`config.mk`:
```
export PLATFORM = sky130hd
export DESIGN_NAME = gbs_iou
export DESIGN_NICKNAME = d
export VERILOG_FILES = /design/src/rtl/core/gbs_pkg.sv /design/src/rtl/core/gbs_iou.sv
export SDC_FILE = /design/constraint.sdc
export NUM_CORES = 2
export LEC_CHECK = 0
export BUFFER_PORTS_ARGS = -buffer_cell sky130_fd_sc_hd__buf_2
export CAP_MARGIN = 0
export CORE_ASPECT_RATIO = 1.5
export CORE_UTILIZATION = 40
export DETAILED_ROUTE_END_ITERATION = 16
export MAX_ROUTING_LAYER = met4
export PLACE_DENSITY_LB_ADDON = 0.3
export SYNTH_ARGS = -nofsm -noshare
export SYNTH_HDL_FRONTEND = slang
export SYNTH_SLANG_ARGS = --single-unit
```
`constraint.sdc`:
```
create_clock -name i_clk -period 9.1 [get_ports i_clk]
set_clock_uncertainty 0.2 [all_clocks]
set_input_delay 0.455 -clock i_clk [delete_from_list [all_inputs] [get_ports i_clk]]
set_output_delay 0.455 -clock i_clk [all_outputs]
set_load 0.005 [all_outputs]
```
`src/rtl/core/gbs_pkg.sv`:
```
// shared constants, types and state codes for the greedy box suppression block
package gbs_pkg;

    localparam int MAX_KEPT  = 256;
    localparam int MAX_BOXES = 4096;

    localparam int COORD_W   = 16;
    localparam int AREA_W    = 32;
    localparam int THR_W     = 16;
    localparam int NUM_W     = 12;
    localparam int IDX_W     = (MAX_KEPT > 1) ? $clog2(MAX_KEPT) : 1;
    localparam int CNT_W     = $clog2(MAX_KEPT + 1);
    localparam int BOX_CNT_W = $clog2(MAX_BOXES);

    localparam int EDGE_W    = COORD_W + 1;
    localparam int SUM_W     = AREA_W + 1;
    localparam int INTER_W   = 2 * EDGE_W;
    localparam int PROD_W    = THR_W + INTER_W;

    localparam int IOU_LAT   = 5;
    localparam int DRAIN_W   = $clog2(IOU_LAT);

    localparam logic [THR_W-1:0] THR_RESET = 16'd29491;

    typedef struct packed {
        logic [COORD_W-1:0] left;
        logic [COORD_W-1:0] top;
        logic [COORD_W-1:0] width;
        logic [COORD_W-1:0] height;
        logic [AREA_W-1:0]  area;
    } t_entry;

    typedef struct packed {
        logic valid;
        logic suppress;
    } t_iou_result;

    typedef enum logic [2:0] {
        S_IDLE,
        S_AREA,
        S_SWEEP,
        S_DRAIN,
        S_FINISH
    } t_state;

endpackage

```
`src/rtl/core/gbs_iou.sv`:
```
// pipelined overlap test of the candidate box against one kept box
module gbs_iou (
    input  logic                      i_clk,
    input  logic                      i_rst_n,
    input  logic                      i_valid,
    input  gbs_pkg::t_entry           i_cand,
    input  gbs_pkg::t_entry           i_kept,
    input  logic [gbs_pkg::THR_W-1:0] i_threshold,
    output gbs_pkg::t_iou_result      o_result
);
    import gbs_pkg::*;

    logic [EDGE_W-1:0]  x0, y0, ar, br, ab, bb, x1, y1;
    logic [EDGE_W-1:0]  n_dx, n_dy;

    logic               r_v1, r_v2, r_v3, r_v4, r_v5;
    logic [EDGE_W-1:0]  r_dx, r_dy;
    logic [SUM_W-1:0]   r_sum1, r_sum2;
    logic [INTER_W-1:0] r_inter2, r_inter3;
    logic [INTER_W-1:0] r_uni;
    logic [PROD_W-1:0]  r_lhs, r_prod;
    logic               r_supp;

    always_comb begin
        x0 = (i_cand.left > i_kept.left) ? EDGE_W'(i_cand.left) : EDGE_W'(i_kept.left);
        y0 = (i_cand.top > i_kept.top) ? EDGE_W'(i_cand.top) : EDGE_W'(i_kept.top);
        ar = EDGE_W'(i_cand.left) + EDGE_W'(i_cand.width);
        br = EDGE_W'(i_kept.left) + EDGE_W'(i_kept.width);
        ab = EDGE_W'(i_cand.top) + EDGE_W'(i_cand.height);
        bb = EDGE_W'(i_kept.top) + EDGE_W'(i_kept.height);
        x1 = (ar < br) ? ar : br;
        y1 = (ab < bb) ? ab : bb;
        n_dx = (x1 > x0) ? x1 - x0 : '0;
        n_dy = (y1 > y0) ? y1 - y0 : '0;
        if (x1 <= x0 || y1 <= y0) begin
            n_dx = '0;
            n_dy = '0;
        end
    end

    always_ff @(posedge i_clk) begin
        if (!i_rst_n) begin
            r_v1 <= 1'b0;
            r_v2 <= 1'b0;
            r_v3 <= 1'b0;
            r_v4 <= 1'b0;
            r_v5 <= 1'b0;
        end else begin
            r_v1 <= i_valid;
            r_v2 <= r_v1;
            r_v3 <= r_v2;
            r_v4 <= r_v3;
            r_v5 <= r_v4;
        end
    end

    always_ff @(posedge i_clk) begin
        r_dx     <= n_dx;
        r_dy     <= n_dy;
        r_sum1   <= SUM_W'(i_cand.area) + SUM_W'(i_kept.area);
        r_inter2 <= INTER_W'(r_dx) * INTER_W'(r_dy);
        r_sum2   <= r_sum1;
        r_uni    <= INTER_W'(r_sum2) - r_inter2;
        r_inter3 <= r_inter2;
        r_prod   <= PROD_W'(i_threshold) * PROD_W'(r_uni);
        r_lhs    <= {r_inter3, {THR_W{1'b0}}};
        r_supp   <= r_lhs > r_prod;
    end

    assign o_result.valid    = r_v5;
    assign o_result.suppress = r_supp;

endmodule

```
# Yosys cells after proc, flatten, opt, wreduce, memory -nomap -nowiden
# Index checks and enable logic that the tools add are counted.
dict set report word_totals {
  register_bits 292
  input_bits 211
  out_inout_bits 2
  word_cells 43
}
dict set report classes {
  add_sub_neg 8
  mul 2
  magnitude_cmp 9
  n_mux 4
  bitwise_logic 2
  n_reduce_logical 3
}
# operator count
set op_table {}
lappend op_table {{$add 16x16->17} 4}
lappend op_table {{$gt 50x50->1} 1}
lappend op_table {{$mul 16x34->50} 1}
lappend op_table {{$gt 17x16->1} 2}
lappend op_table {{$le 17x16->1} 2}
lappend op_table {{$lt 17x17->1} 2}
lappend op_table {{$mul 17x17->34} 1}
lappend op_table {{$mux 17} 2}
lappend op_table {{$sub 17x16->17} 2}
lappend op_table {{$sub 33x34->34} 1}
lappend op_table {{$add 32x32->33} 1}
lappend op_table {{$gt 16x16->1} 2}
lappend op_table {{$mux 16} 2}
lappend op_table {{$reduce_or 2->1} 2}
lappend op_table {{$not 1->1} 2}
lappend op_table {{$logic_or 1x1->1} 1}

# Logic depth before layout (Yosys ltp)
dict set report depth {
  depth_word 6
  ltp_mapped 35
  depth_no_buf 33
}

# Worst setup path after synthesis
# No wires, ideal clock.
dict set report synth_path {
  path_type {register to register}
  startpoint {reg r_dx[11]}
  endpoint {reg r_inter2[22]}
  setup_time_ns 0.065
  arrival_time_ns 6.364
  t_required_ns 8.835
  path_slack_ns 2.471
  path_stages_with_launch 24
  n_path_buf 2
  period_less_slack_ns 6.629
  cell_sequence {dfxtp_1 > clkbuf_1 > clkbuf_1 > nand2_1 > fa_1 > inv_1 > fa_1 > fa_1 > inv_1 > fa_1 > inv_1 > fa_1 > fa_1 > ha_1 > a21o_1 > a21o_1 > a21o_1 > or3_1 > o211a_1 > o21ai_1 > nand2b_1 > a31o_2 > or4b_1 > nand4b_1}
}
dict set report synth_via {
  elab_chain_len 1
}
# item line
set synth_lines {}
lappend synth_lines {{start: declaration} gbs_iou.sv:17} ;# logic [EDGE_W-1:0] r_dx, r_dy;
lappend synth_lines {{start signal: assignment} gbs_iou.sv:58} ;# r_dx <= n_dx;
lappend synth_lines {{$mul 17x17->34} gbs_iou.sv:61} ;# r_inter2 <= INTER_W'(r_dx) * INTER_W'(r_dy);
lappend synth_lines {{end signal: assignment} gbs_iou.sv:61}
lappend synth_lines {{end: declaration} gbs_iou.sv:19} ;# logic [INTER_W-1:0] r_inter2, r_inter3;
# No other way between the ends.
# A chain may end at the register's enable or synchronous reset.

# Final worst setup path
dict set report layout_path {
  startpoint {reg r_uni[16]}
  endpoint {reg r_prod[42]}
}
dict set report layout_via {
  elab_chain_len 1
}
# item line
set layout_lines {}
lappend layout_lines {{start: declaration} gbs_iou.sv:20} ;# logic [INTER_W-1:0] r_uni;
lappend layout_lines {{start signal: assignment} gbs_iou.sv:63} ;# r_uni <= INTER_W'(r_sum2) - r_inter2;
lappend layout_lines {{$mul 16x34->50} gbs_iou.sv:65} ;# r_prod <= PROD_W'(i_threshold) * PROD_W'(r_uni);
lappend layout_lines {{end signal: assignment} gbs_iou.sv:65}
lappend layout_lines {{end: declaration} gbs_iou.sv:21} ;# logic [PROD_W-1:0] r_lhs, r_prod;
# No other way between the ends.

==> impl_metrics.json <==
{
  "synth_fp_nets": 6222,
  "fin_crit_sh_pct": 82.0,
  "final_cell_mix": "923 x inv_1, 678 x fa_1, 639 x nand2_1, 489 x ha_1, 334 x and2_1",
  "critical-path-top-delay-family": "adder cells",
  "area_growth_pct": 7.43,
  "avgRoutedWirePerCell_um": 16.9,
  "drive_gt1_share_pct": 6.31,
  "clock-root-buffer": "clkbuf_16",
  "grt-ovfl-total": 0,
  "antenna_found_initial": 2,
  "multi_input_area_mm2": 0.0330,
  "cpMaxStageDelayCell": "dfxtp_1",
  "max_slew_margin_pct": 30.2,
  "fmax_mhz": 134,
  "seq_area_frac_synth_pct": 13.6,
  "nNetsFinal": 6319,
  "mappedNetlistArea_mm2": 0.0429,
  "yosysTopAreaCell": "fa_1",
  "crit_fanout": 16,
  "final.min_clock_period_ns": 7.46,
  "clk_latency_ns": 0.56,
  "drtAntennaViolNets": 0,
  "reg2reg_setup_slack_ns": 1.64,
  "start_util_pct": 40.5,
  "vias": 32400,
  "hold_class": "input pin to register",
  "drtPass1Iterations": 5,
  "cp.required_ns": 9.40,
  "path_buf_inv": 3,
  "grt_pass1_wl_um": 178000,
  "rows": 146,
  "drc": 0,
  "clock-sinks": 292,
  "crit_path_cell_trace": "nand2_1, fa_1, fa_1, fa_1, inv_1, fa_1, fa_1, inv_1, fa_1, inv_1, ha_1, a21o_1, a31o_2, o21ai_0, a21oi_1, o211ai_1, nand2_1, a2111oi_0, nand3b_1",
  "hold_viol": 0,
  "cts_tree": "built",
  "die_w_um": 269,
  "critPathKind": "register to register",
  "cts_made_buffers": 27,
  "endpoint_kind": "register",
  "synth.area.top_cells": "fa_1 32%, ha_1 14%, dfxtp_1 14%",
  "ctsResizeCount": 0,
  "cpPeakStageDelay_ns": 1.00,
  "die_area_mm2": 0.109,
  "finalSetupViolations": 0,
  "ys_ff_latch": 292,
  "core_mm2": 0.106,
  "maxCapViolCount": 0,
  "synth_edf_count": 0,
  "drt_wl_total_um": 108000,
  "cp_common_cell": "fa_1",
  "dp_hpwl_um": 87900,
  "synth_top_area_share_pct": 31.6,
  "clk_path_buf_depth": 3,
  "ios": 213,
  "clk_pin_slew_ns": 0.07,
  "register_area_mm2": 0.00585,
  "syn_inst": 4844,
  "final_max_slew_viol_count": 0,
  "cts_max_level": 1,
  "via_per_inst": 5.09,
  "die_h_um": 403,
  "layout_commonest_cell": "inv_1",
  "syn_area_per_cell_um2": 8.86,
  "worstSetupStartpointType": "register",
  "port_buffers": 212,
  "rsz0062_at_grt": "false",
  "synth_cell_types": 86,
  "first_global_vias": 35000,
  "drt_iter0_markers": 1386,
  "nFillCells": 10600,
  "synth-async-reset-ratio_pct": 0,
  "yosysWarnings": 0,
  "synth_flop_cell": "dfxtp_1",
  "finalSetupTns_ns": 0,
  "grt_max_degree": 35,
  "routabilityCongestion": 0.914,
  "gr-usage-all-layers_pct": 20.9,
  "arrival_ns": 7.76,
  "tightest_slew_ns": 1.04,
  "status": "complete, no violations"
}
==> layer usage <==
layer,track usage [%],wire length [µm],vias to the layer above
met5,-,0,-
met4,5.99,3110,0
met3,2.03,5060,188
met2,38.2,55800,841
met1,24.0,43800,16000
li1,-,-,15400
==> path summary, 6_finish.rpt <==
check	start	endpoint	depth (start not counted)
max reg2reg	r_uni[16]	r_prod[42]	19
min	i_kept[31]	r_sum1[32]	4
max	r_uni[16]	r_prod[42]	19
min reg2reg	r_inter3[2]	r_lhs[18]	0
==> final cells by class <==
cell class	count	area share, %
Antenna cell	2	0.0109
Clock buffer	35	1.62
Clock inverter	13	0.269
Inverter	923	7.51
Multi-Input combinational cell	3467	71.5
Sequential cell	292	12.7
Tap cell	1406	3.81
Timing Repair Buffer	230	2.62
==> tightest hold or removal path: stages <==
cell and delay (ns):
buf_2 0.08, ha_1 0.12, a21oi_1 0.04, o21ai_0 0.09
==> metrics by stage <==
| stage | area [µm²] | utilization (%) | hold WS (ns) | worst slack (ns) | instances |
|---|---|---|---|---|---|
| floorplan | 42900 | - | 0.110 | 2.47 | 4844 |
| global placement | 45200 | 42.7 | 0.110 | 1.35 | 6313 |
| detailed placement | 45200 | 42.7 | 0.112 | 1.35 | 6313 |
| CTS | 46100 | 43.5 | 0.0489 | 1.60 | 6366 |
| global route | 46100 | 43.5 | 0.0798 | 1.26 | 6368 |
| finish | 46100 | 43.5 | 0.0753 | 1.64 | 6368 |
==> timing repair <==
| item | in CTS | in global routing |
|---|---|---|
| hold buffers | 5 | 0 |
| hold endpoints to repair | 6 | 0 |
| setup buffers | 0 | 0 |
==> Yosys cell counts (6+ instances only) <==
library cell / count
or2_2: 7
o211ai_1: 11
and4_1: 8
nor3_1: 42
o21a_1: 36
xnor2_1: 127
nand3_1: 55
nand2_1: 639
dfxtp_1: 292
fa_1: 678
nor2b_1: 42
nand2b_1: 46
clkbuf_1: 151
a41oi_1: 7
and2_1: 334
a21oi_1: 214
xor2_1: 65
nor3b_1: 7
nand4_1: 25
a31oi_1: 16
a211oi_1: 22
nor2_1: 132
o31ai_1: 13
ha_1: 489
o21ai_1: 8
mux2i_1: 44
nand3b_1: 7
and3_1: 16
nor4_1: 11
a21o_1: 99
a21boi_0: 7
or4_1: 6
or3_1: 7
inv_1: 923
o21ai_0: 123
o21bai_1: 26
==> cells by family (layout without fill, tap and decap cells) <==
group                    count (synthesis)  after routing  share of synthesized area, %
AO/OA/AOI/OAI                          667            667                          10.2
XOR/XNOR                               192            192                          3.92
adder cells (fa/ha/maj)               1167           1167                          45.9
buffers and inverters                 1085           1201                          9.59
flip-flops                             292            292                          13.6
multiplexers                            49             49                          1.16
other                                    0              2                             0
AND/OR/NAND/NOR                       1392           1392                          15.7
==> state kept, by name (all words and copies together) (netlist names), 17 cells and up <==
register and flops:
r_dx 17, r_dy 17, r_inter2 34, r_inter3 34, r_lhs 34, r_prod 50, r_sum1 33, r_sum2 33
r_uni 34
Power is left out: the tool's default activity adds up to more than one toggle a clock period on the data nets, which glitch-free logic cannot reach.
