<file path="src/rtl/core/gbs_pkg.sv">
// shared constants, types and state codes for the greedy box suppression block
package gbs_pkg;

    localparam int MAX_KEPT  = 256;
    localparam int MAX_BOXES = 4096;

    localparam int COORD_W   = 16;
    localparam int AREA_W    = 32;
    localparam int THR_W     = 16;
    localparam int NUM_W     = 12;
    localparam int IDX_W     = (MAX_KEPT > 1) ? $clog2(MAX_KEPT) : 1;
    localparam int CNT_W     = $clog2(MAX_KEPT + 1);
    localparam int BOX_CNT_W = $clog2(MAX_BOXES);

    localparam int EDGE_W    = COORD_W + 1;
    localparam int SUM_W     = AREA_W + 1;
    localparam int INTER_W   = 2 * EDGE_W;
    localparam int PROD_W    = THR_W + INTER_W;

    localparam int IOU_LAT   = 5;
    localparam int DRAIN_W   = $clog2(IOU_LAT);

    localparam logic [THR_W-1:0] THR_RESET = 16'd29491;

    typedef struct packed {
        logic [COORD_W-1:0] left;
        logic [COORD_W-1:0] top;
        logic [COORD_W-1:0] width;
        logic [COORD_W-1:0] height;
        logic [AREA_W-1:0]  area;
    } t_entry;

    typedef struct packed {
        logic valid;
        logic suppress;
    } t_iou_result;

    typedef enum logic [2:0] {
        S_IDLE,
        S_AREA,
        S_SWEEP,
        S_DRAIN,
        S_FINISH
    } t_state;

endpackage

</file>
<file path="src/rtl/core/gbs_cell.sv">
// one cell of the kept-box ring, passes its entry to the next cell on a shift
module gbs_cell (
    input  logic            i_clk,
    input  logic            i_shift,
    input  gbs_pkg::t_entry i_prev,
    output gbs_pkg::t_entry o_entry
);
    import gbs_pkg::*;

    t_entry r_entry;

    always_ff @(posedge i_clk) begin
        if (i_shift) begin
            r_entry <= i_prev;
        end
    end

    assign o_entry = r_entry;

endmodule

</file>
<file path="config.mk">
export PLATFORM = sky130hd
export DESIGN_NAME = gbs_cell
export DESIGN_NICKNAME = d
export VERILOG_FILES = /design/src/rtl/core/gbs_pkg.sv /design/src/rtl/core/gbs_cell.sv
export SDC_FILE = /design/constraint.sdc
export NUM_CORES = 1
export LEC_CHECK = 0
export ABC_AREA = 1
export BUFFER_PORTS_ARGS = -buffer_cell sky130_fd_sc_hd__buf_2
export CAP_MARGIN = 20
export CORE_AREA = 3 3 86 88
export CTS_BUF_LIST = sky130_fd_sc_hd__clkbuf_8
export DETAILED_ROUTE_END_ITERATION = 8
export DIE_AREA = 0 0 89 91
export PLACE_DENSITY_LB_ADDON = 0.12
export SYNTH_ARGS = -nofsm -noshare
export SYNTH_HDL_FRONTEND = slang
export SYNTH_SLANG_ARGS = --single-unit
</file>
<file path="constraint.sdc">
create_clock -name i_clk -period 0.8 [get_ports i_clk]
set_input_delay 0.04 -clock i_clk [delete_from_list [all_inputs] [get_ports i_clk]]
set_output_delay 0.04 -clock i_clk [all_outputs]
set_load 0.005 [all_outputs]
</file>
== Yosys cells after proc, flatten, opt, wreduce, memory -nomap -nowiden ==
Index checks and enable logic that the tools add are counted.
Word-level totals
  register bits after elaboration: 96
  input port bits: 98
  output and inout bits: 96
  word-level logic and storage cells: 5

== Longest topological paths before layout ==
Gate-level depths: netlist of the first run.
  word-level depth: 0
  gate-level depth with buffers: 0
  depth with buffers taken out: 0

== Worst setup path after synthesis of the first run ==
Ideal clock, no wire load.
  path kind: register to output
  start point: register r_entry, in the netlist o_entry[0]
  end point: output o_entry[0] (netlist bit)
  data arrival time: 0.355 ns
  data required time: 0.760 ns
  setup slack: 0.405 ns
  cell stages (with the launch flop): 1
  buffers on the path: 0
  cells stage by stage: edfxtp_1
RTL lines
  from (decl): line gbs_cell.sv:10  | t_entry r_entry;
  from (signal assigned): line gbs_cell.sv:14  | r_entry <= i_prev;
  to (decl): line gbs_cell.sv:6  | output gbs_pkg::t_entry o_entry
No word-level cell between the ends.

== Final worst setup path of the first run ==
  start point: register r_entry, in the netlist o_entry[26]
  end point: output o_entry[26] (netlist bit)
No word-level cell between the ends.

==> parameters.txt, run 1 <==
Parameter                              Value

Critical path
  Cell family contributing the most delay on the critical path ... flip-flops
  Signal arrival time at the worst endpoint ... 880 ps
  Crit path cell chain ... buf_2
  Critical path class ... register to output pin
  Biggest fanout along the worst timing path ... 1
  Cell at the slowest stage of the critical path ... edfxtp_1
  Worst path required time ... 760 ps
  Count of buffering cells on the critical path with inverters included ... 1
  Type of element capturing the critical path ... output pin
  Type of origin of the critical path ... register
  Max stage delay on crit path ... 400 ps

Floorplan
  Die Area ... 0.00810 mm²
  Core box area ... 0.00672 mm²
  Standard-cell rows ... 30
  Die outline height ... 91 µm
  Die span in x ... 89 µm
  Top-Level Pins ... 194
  Initial cell density of the core ... 42.9%

CTS
  CTS-repair resized insts ... 0
  CTS H-tree depth ... 3
  CTS tree ... built
  Clock-pin transition on the worst setup and hold timing paths ... 80 ps
  Clock tree root driver cell ... clkbuf_8
  Clock Path Buffers ... 2
  Number of buffers added by the clock tree synthesis step ... 9
  Number of sinks on the clock net ... 96

Status
  Status ... finished with violations
  Violated checks ... setup timing

Global route
  Antenna violations before repair ... 0
  Wire length of the first global-routing pass ... 11.5 mm
  Gr usage total ... 19.4%
  Total global routing overflow ... 0
  Pin count of the biggest net entering global routing ... 37
  Vias in the first global route ... 2379

STA
  Crit share post-route ... 115%
  Final critical delay including setup and external delays ... 924 ps
  Hold_ws ... 166 ps
  Relative max-transition margin ... 87.5%
  F_max ... 1.08 GHz
  Slew at the pin with the worst max-slew slack ... 187 ps
  Final hold viol count ... 0
  Unrepaired setup endpoints after global routing ... true
  Final-report max-slew violation count ... 0
  Sum Neg Setup Slack ... -7630 ps
  Fin worst setup slack ... -124 ps
  Total of endpoints with negative setup slack in the final report ... 96

Yosys
  Number of synthesized flops with an enable pin ... 96
  Proportion of register bits with asynchronous set or reset after synthesis ... 0%
  Most common library cells after synthesis ... 96 x edfxtp_1
  Synth top area share ... 100%
  Number of synthesized register bits ... 96
  Net count of the mapped netlist ... 194
  Synthesized instance count ... 96
  Share of synthesized cell area in and, or, nand and nor gates ... 0%
  Most used DFF post-synth ... edfxtp_1
  Sequential fraction of the synthesis area ... 100%
  Top cells by area in the synthesized netlist ... edfxtp_1 100%
  Mux cell area share after synthesis ... 0%
  Compound-Gate Fraction of Synth Area ... 0%
  Mean instance size in the synthesized netlist ... 30.0 µm²
  Synthesized area ... 0.00288 mm²
  Count leader, synth ... edfxtp_1
  Adder and majority cell fraction of the synthesized area ... 0%
  Share of the synthesized netlist area taken by xor and xnor gates ... 0%
  Total of warnings raised by yosys ... 0
  Library cell occupying the most area in the post-synthesis netlist ... edfxtp_1
  Number of distinct library cells after synthesis ... 1

Routing
  Total Routed Length ... 7.68 mm
  Remaining antenna violation count ... 0
  Average vias per placed instance ... 4.36
  TritonRoute pass-1 iters ... 4
  Number of design-rule violations left by the first detailed-router iteration ... 91
  DRC Markers ... 0
  Vias post-DR ... 2118
  Average wire per standard cell ... 15.8 µm

Cells and area
  Max reg flops ... 96
  End-of-flow core utilization ... 77.4%
  Area grow syn2layout ... 80.4%
  Combined area of the multi-input logic cells ... 0 µm²
  Number of nets at the end of the flow ... 499
  Number of combinational gates with multiple inputs ... 0
  Antenna cell count ... 0
  Number of non-filler instances in the completed layout ... 486
  Layout cell share with drive strength beyond 1 ... 52.0%

Hold path
  Worst Hold Path Cells ... 2
  Worst hold path endpoint ... o_entry[69]
  Min-Delay Path Class ... primary input to register
  Worst min-delay path startpoint ... i_shift

Pwr
  Worst vdd rail ir drop ... 1230 µV
  Total leakage power ... 2.24 nW
  Cell Pwr Density ... 2020 mW/mm²

Placed design
  Number of port buffers ... 193
  Dpl cells ... 373
  GP Congestion ... 0.709
  Worst slack at placement ... 34.8 ps
  Sum of net half-perimeters after detailed placement ... 4.74 mm

Flow run
  Max capacitance violation total ... 0
==> cell type report <==
| cell class | instances | area (µm²) |
|---|---|---|
| flip-flops and latches | 96 | 2880 |
| repair buffers | 294 | 2010 |
| fillers | 389 | 1520 |
| clock buffers | 9 | 124 |
| well taps | 80 | 100 |
| clock inverters | 7 | 87.6 |
==> placed cells by master (no fill, tap or decap), drive strengths merged <==
cell	count
bufinv	2
dlygate4sd3	97
buf	197
clkinvlp	2
clkbuf	9
inv	1
clkinv	2
edfxtp	96
==> power by group <==
| group | total [mW] | internal (mW) | switching, mW | leakage [nW] |
|---|---|---|---|---|
| Sequential | 6.06 | 5.97 | 0.0956 | 0.940 |
| Combinational | 1.20 | 0.747 | 0.448 | 1.20 |
| Clock | 3.27 | 1.73 | 1.54 | 0.104 |
==> cell families (layout without fill, tap and decap cells) <==
kind of cell,count (synthesis),count (layout)
buffers and inverters,0,310
flip-flops,96,96
==> how the worst max path moves through the flow <==
stage | start | end | slack, ps | cells past startpoint
finish | o_entry[26] | o_entry[26] | -120 | 1
global route | o_entry[26] | o_entry[26] | -200 | 1
CTS | o_entry[16] | o_entry[16] | -140 | 1
detailed placement | i_shift | o_entry[11] | 30 | 2
global placement | i_shift | o_entry[68] | 40 | 2
floorplan | o_entry[0] | o_entry[0] | 400 | 0
==> routing by layer <==
layer  up-vias  track usage [%]  routed length (µm)
li1       1000                -                   -
met1       972             19.0                2520
met2       126             34.6                4150
met3        20             7.71                 790
met4         0             9.55                 218
met5         -                0                   0
==> stage by stage <==
stage                     total power, mW  cell area (µm²)
after floorplan                      6.25             2880
after global placement               6.97             4020
after detailed placement             6.99             4020
after CTS                            10.6             5200
after global routing                 11.0             5200
final                                10.5             5200
==> repair_timing <==
item	4_1_cts	5_1_grt
hold buffers	97	0
setup buffers	0	0
setup endpoints to repair	96	96
hold endpoints to repair	98	0
(Power assumes the default switching activity.)
==> run 2: changes to the inputs <==
Settings changed: CAP_MARGIN 20 to 40, CTS_BUF_LIST sky130_fd_sc_hd__clkbuf_8 to sky130_fd_sc_hd__clkbuf_2 sky130_fd_sc_hd__clkbuf_4 sky130_fd_sc_hd__clkbuf_8, PLACE_DENSITY set to 0.8, PLACE_DENSITY_LB_ADDON 0.12 to not set.
==> parameters.txt, run 2 (synthesis results as in run 1) <==
Parameter                              Value

Status
  Status ... finished with violations
  Violated checks ... setup timing

Cells and area
  Number of nets at the end of the flow ... 496 (-0.60%)
  Number of combinational gates with multiple inputs ... 0 (unchanged)
  Combined area of the multi-input logic cells ... 0 µm² (unchanged)
  Most frequent cells in the layout ... 192 x buf_2, 96 x dlygate4sd3_1, 96 x edfxtp_1
  Area grow syn2layout ... 78.7%
  Layout cell share with drive strength beyond 1 ... 52.1% (+0.14 points)
  Most frequent standard cell in the layout excluding fill and tap cells ... buf_2
  Number of non-filler instances in the completed layout ... 483 (-0.62%)
  Antenna cell count ... 0 (unchanged)
  Max reg flops ... 96 (unchanged)

Pwr
  Cell Pwr Density ... 2020 mW/mm² (-0.43%)
  Clock power share ... 30.0% (-1.1 points)
  Total leakage power ... 2.22 nW (-1.1%)
  Sw Share ... 21.0% (+1.3 points)
  Worst vdd rail ir drop ... 1380 µV (+13%)
  Internal Power ... 8.20 mW (-2.9%)
  Sequential cell fraction of total power ... 58.5% (+0.9 points)
  Switching Power ... 2.18 mW (+4.9%)
  Fraction of power consumed by combinational cells ... 11.6% (+0.2 points)

Hold path
  Worst min-delay path startpoint ... i_shift
  Worst hold path endpoint ... o_entry[27]
  Min-Delay Path Class ... primary input to register
  Worst Hold Path Cells ... 2 (unchanged)

STA
  Final hold viol count ... 0 (unchanged)
  Unrepaired setup endpoints after global routing ... true
  Slew at the pin with the worst max-slew slack ... 250 ps (+62.7 ps)
  Crit share post-route ... 118% (+3.0 points)
  Final critical delay including setup and external delays ... 947 ps (+23.6 ps)
  Total of endpoints with negative setup slack in the final report ... 96 (unchanged)
  Fin worst setup slack ... -147 ps (-23.6 ps)
  F_max ... 1.06 GHz (-2.5%)
  Relative max-transition margin ... 83.3% (-4.2 points)
  Final-report max-slew violation count ... 0 (unchanged)

CTS
  Clock tree root driver cell ... clkbuf_8
  Clock Path Buffers ... 2 (unchanged)
  CTS H-tree depth ... 3 (unchanged)
  Clock-pin transition on the worst setup and hold timing paths ... 90 ps (about the same)
  Number of buffers added by the clock tree synthesis step ... 9 (unchanged)
  CTS-repair resized insts ... 0 (unchanged)
  CTS tree ... built
  Number of sinks on the clock net ... 96 (unchanged)

Routing
  TritonRoute pass-1 iters ... 4 (unchanged)
  Total Routed Length ... 8.35 mm (+8.7%)
  Vias post-DR ... 2132 (+0.66%)
  Remaining antenna violation count ... 0 (unchanged)
  Average vias per placed instance ... 4.41 (+1.3%)
  Number of design-rule violations left by the first detailed-router iteration ... 64 (-30%)
  Average wire per standard cell ... 17.3 µm (+9.4%)
  DRC Markers ... 0 (unchanged)

Global route
  Vias in the first global route ... 2328 (-2.1%)
  Total global routing overflow ... 0 (unchanged)
  Pin count of the biggest net entering global routing ... 49 (+32%)
  Antenna violations before repair ... 0 (unchanged)
  Gr usage total ... 20.7% (+1.3 points)
  Wire length of the first global-routing pass ... 12.1 mm (+5.1%)

Floorplan
  Core box area ... 0.00672 mm² (unchanged)
  Top-Level Pins ... 194 (unchanged)
  Initial cell density of the core ... 42.9% (unchanged)
  Die Area ... 0.00810 mm² (unchanged)
  Die span in x ... 89 µm (unchanged)
  Standard-cell rows ... 30 (unchanged)
  Die outline height ... 91 µm (unchanged)

Placed design
  GP Congestion ... 0.671 (-5.4%)
  Number of port buffers ... 193 (unchanged)
  Dpl cells ... 371 (-0.54%)
  Worst slack at placement ... 46.3 ps (+11.4 ps)

Critical path
  Critical path class ... register to output pin
  Type of origin of the critical path ... register
  Type of element capturing the critical path ... output pin
  Max stage delay on crit path ... 410 ps (about the same)
  Biggest fanout along the worst timing path ... 1 (unchanged)
  Signal arrival time at the worst endpoint ... 910 ps (+30 ps)
  Cell at the slowest stage of the critical path ... edfxtp_1
  Cell family contributing the most delay on the critical path ... flip-flops
  Worst path required time ... 760 ps (about the same)
  Crit path cell chain ... buf_2
  Count of buffering cells on the critical path with inverters included ... 1 (unchanged)

Flow run
  Max capacitance violation total ... 0 (unchanged)
==> run 2: cell types whose count changed in the layout (fill, tap and decap cells not counted), sizes merged <==
cell	change
inv	+1
clkinvlp	-1
dlygate4sd3	-1
buf	-2
clkbuf	+1
bufinv	-1
==> run 2: worst max-delay path by stage <==
stage	start	endpoint	slack (ps)	cells past startpoint
global route	o_entry[7]	o_entry[7]	-200	1
CTS	o_entry[7]	o_entry[7]	-160	1
global placement	i_shift	o_entry[12]	60	2
detailed placement	i_shift	o_entry[92]	50	2
floorplan	o_entry[0]	o_entry[0]	400	0
finish	o_entry[7]	o_entry[7]	-150	1
==> run 2: per-stage QoR <==
step / hold slack (ps) / utilization [%] / power [mW] / instance area (µm²) / TNS [ps]
after floorplan: 139 / - / 6.25 / 2880 / 0
after CTS: 187 / 76.7 / 10.4 / 5150 / -10610
after global placement: 216 / 59.4 / 6.93 / 3990 / 0
after global routing: 190 / 76.7 / 10.8 / 5150 / -14280
final: 198 / 76.7 / 10.4 / 5150 / -9170
after detailed placement: 218 / 59.4 / 6.98 / 3990 / 0
==> run 2: timing repair <==
item                                    4_1_cts  5_1_grt
endpoints found under the hold margin        96        0
setup buffers                                 0        0
hold buffers                                 96        0
endpoints found under the setup margin       96       96
pin swaps                                     0        0
==> run 2: layout make-up <==
type	count	area, µm²
Clock buffer	10	131
Clock inverter	6	67.6
Fill cell	377	1570
Sequential cell	96	2880
Tap cell	80	100
Timing Repair Buffer	291	1970
==> run 2: power by group through the flow <==
stage	registers, mW	clock network [mW]	logic [mW]
3_5_place_dp	6.17	0	0.807
2_1_floorplan	6.25	0	0
3_3_place_gp	6.15	0	0.778
6_report	6.07	3.11	1.20
4_1_cts	6.06	3.18	1.17
5_1_grt	6.11	3.39	1.30
==> run 2: routing by layer <==
metal / wire length [µm] / vias to the layer above / share of wire [%] / track usage, %
met5: 0 / - / 0 / 0
met4: 157 / 0 / 1.9 / 7.82
met3: 984 / 16 / 12 / 9.80
met2: 4240 / 144 / 51 / 35.1
met1: 2970 / 973 / 36 / 22.1
li1: - / 999 / - / -
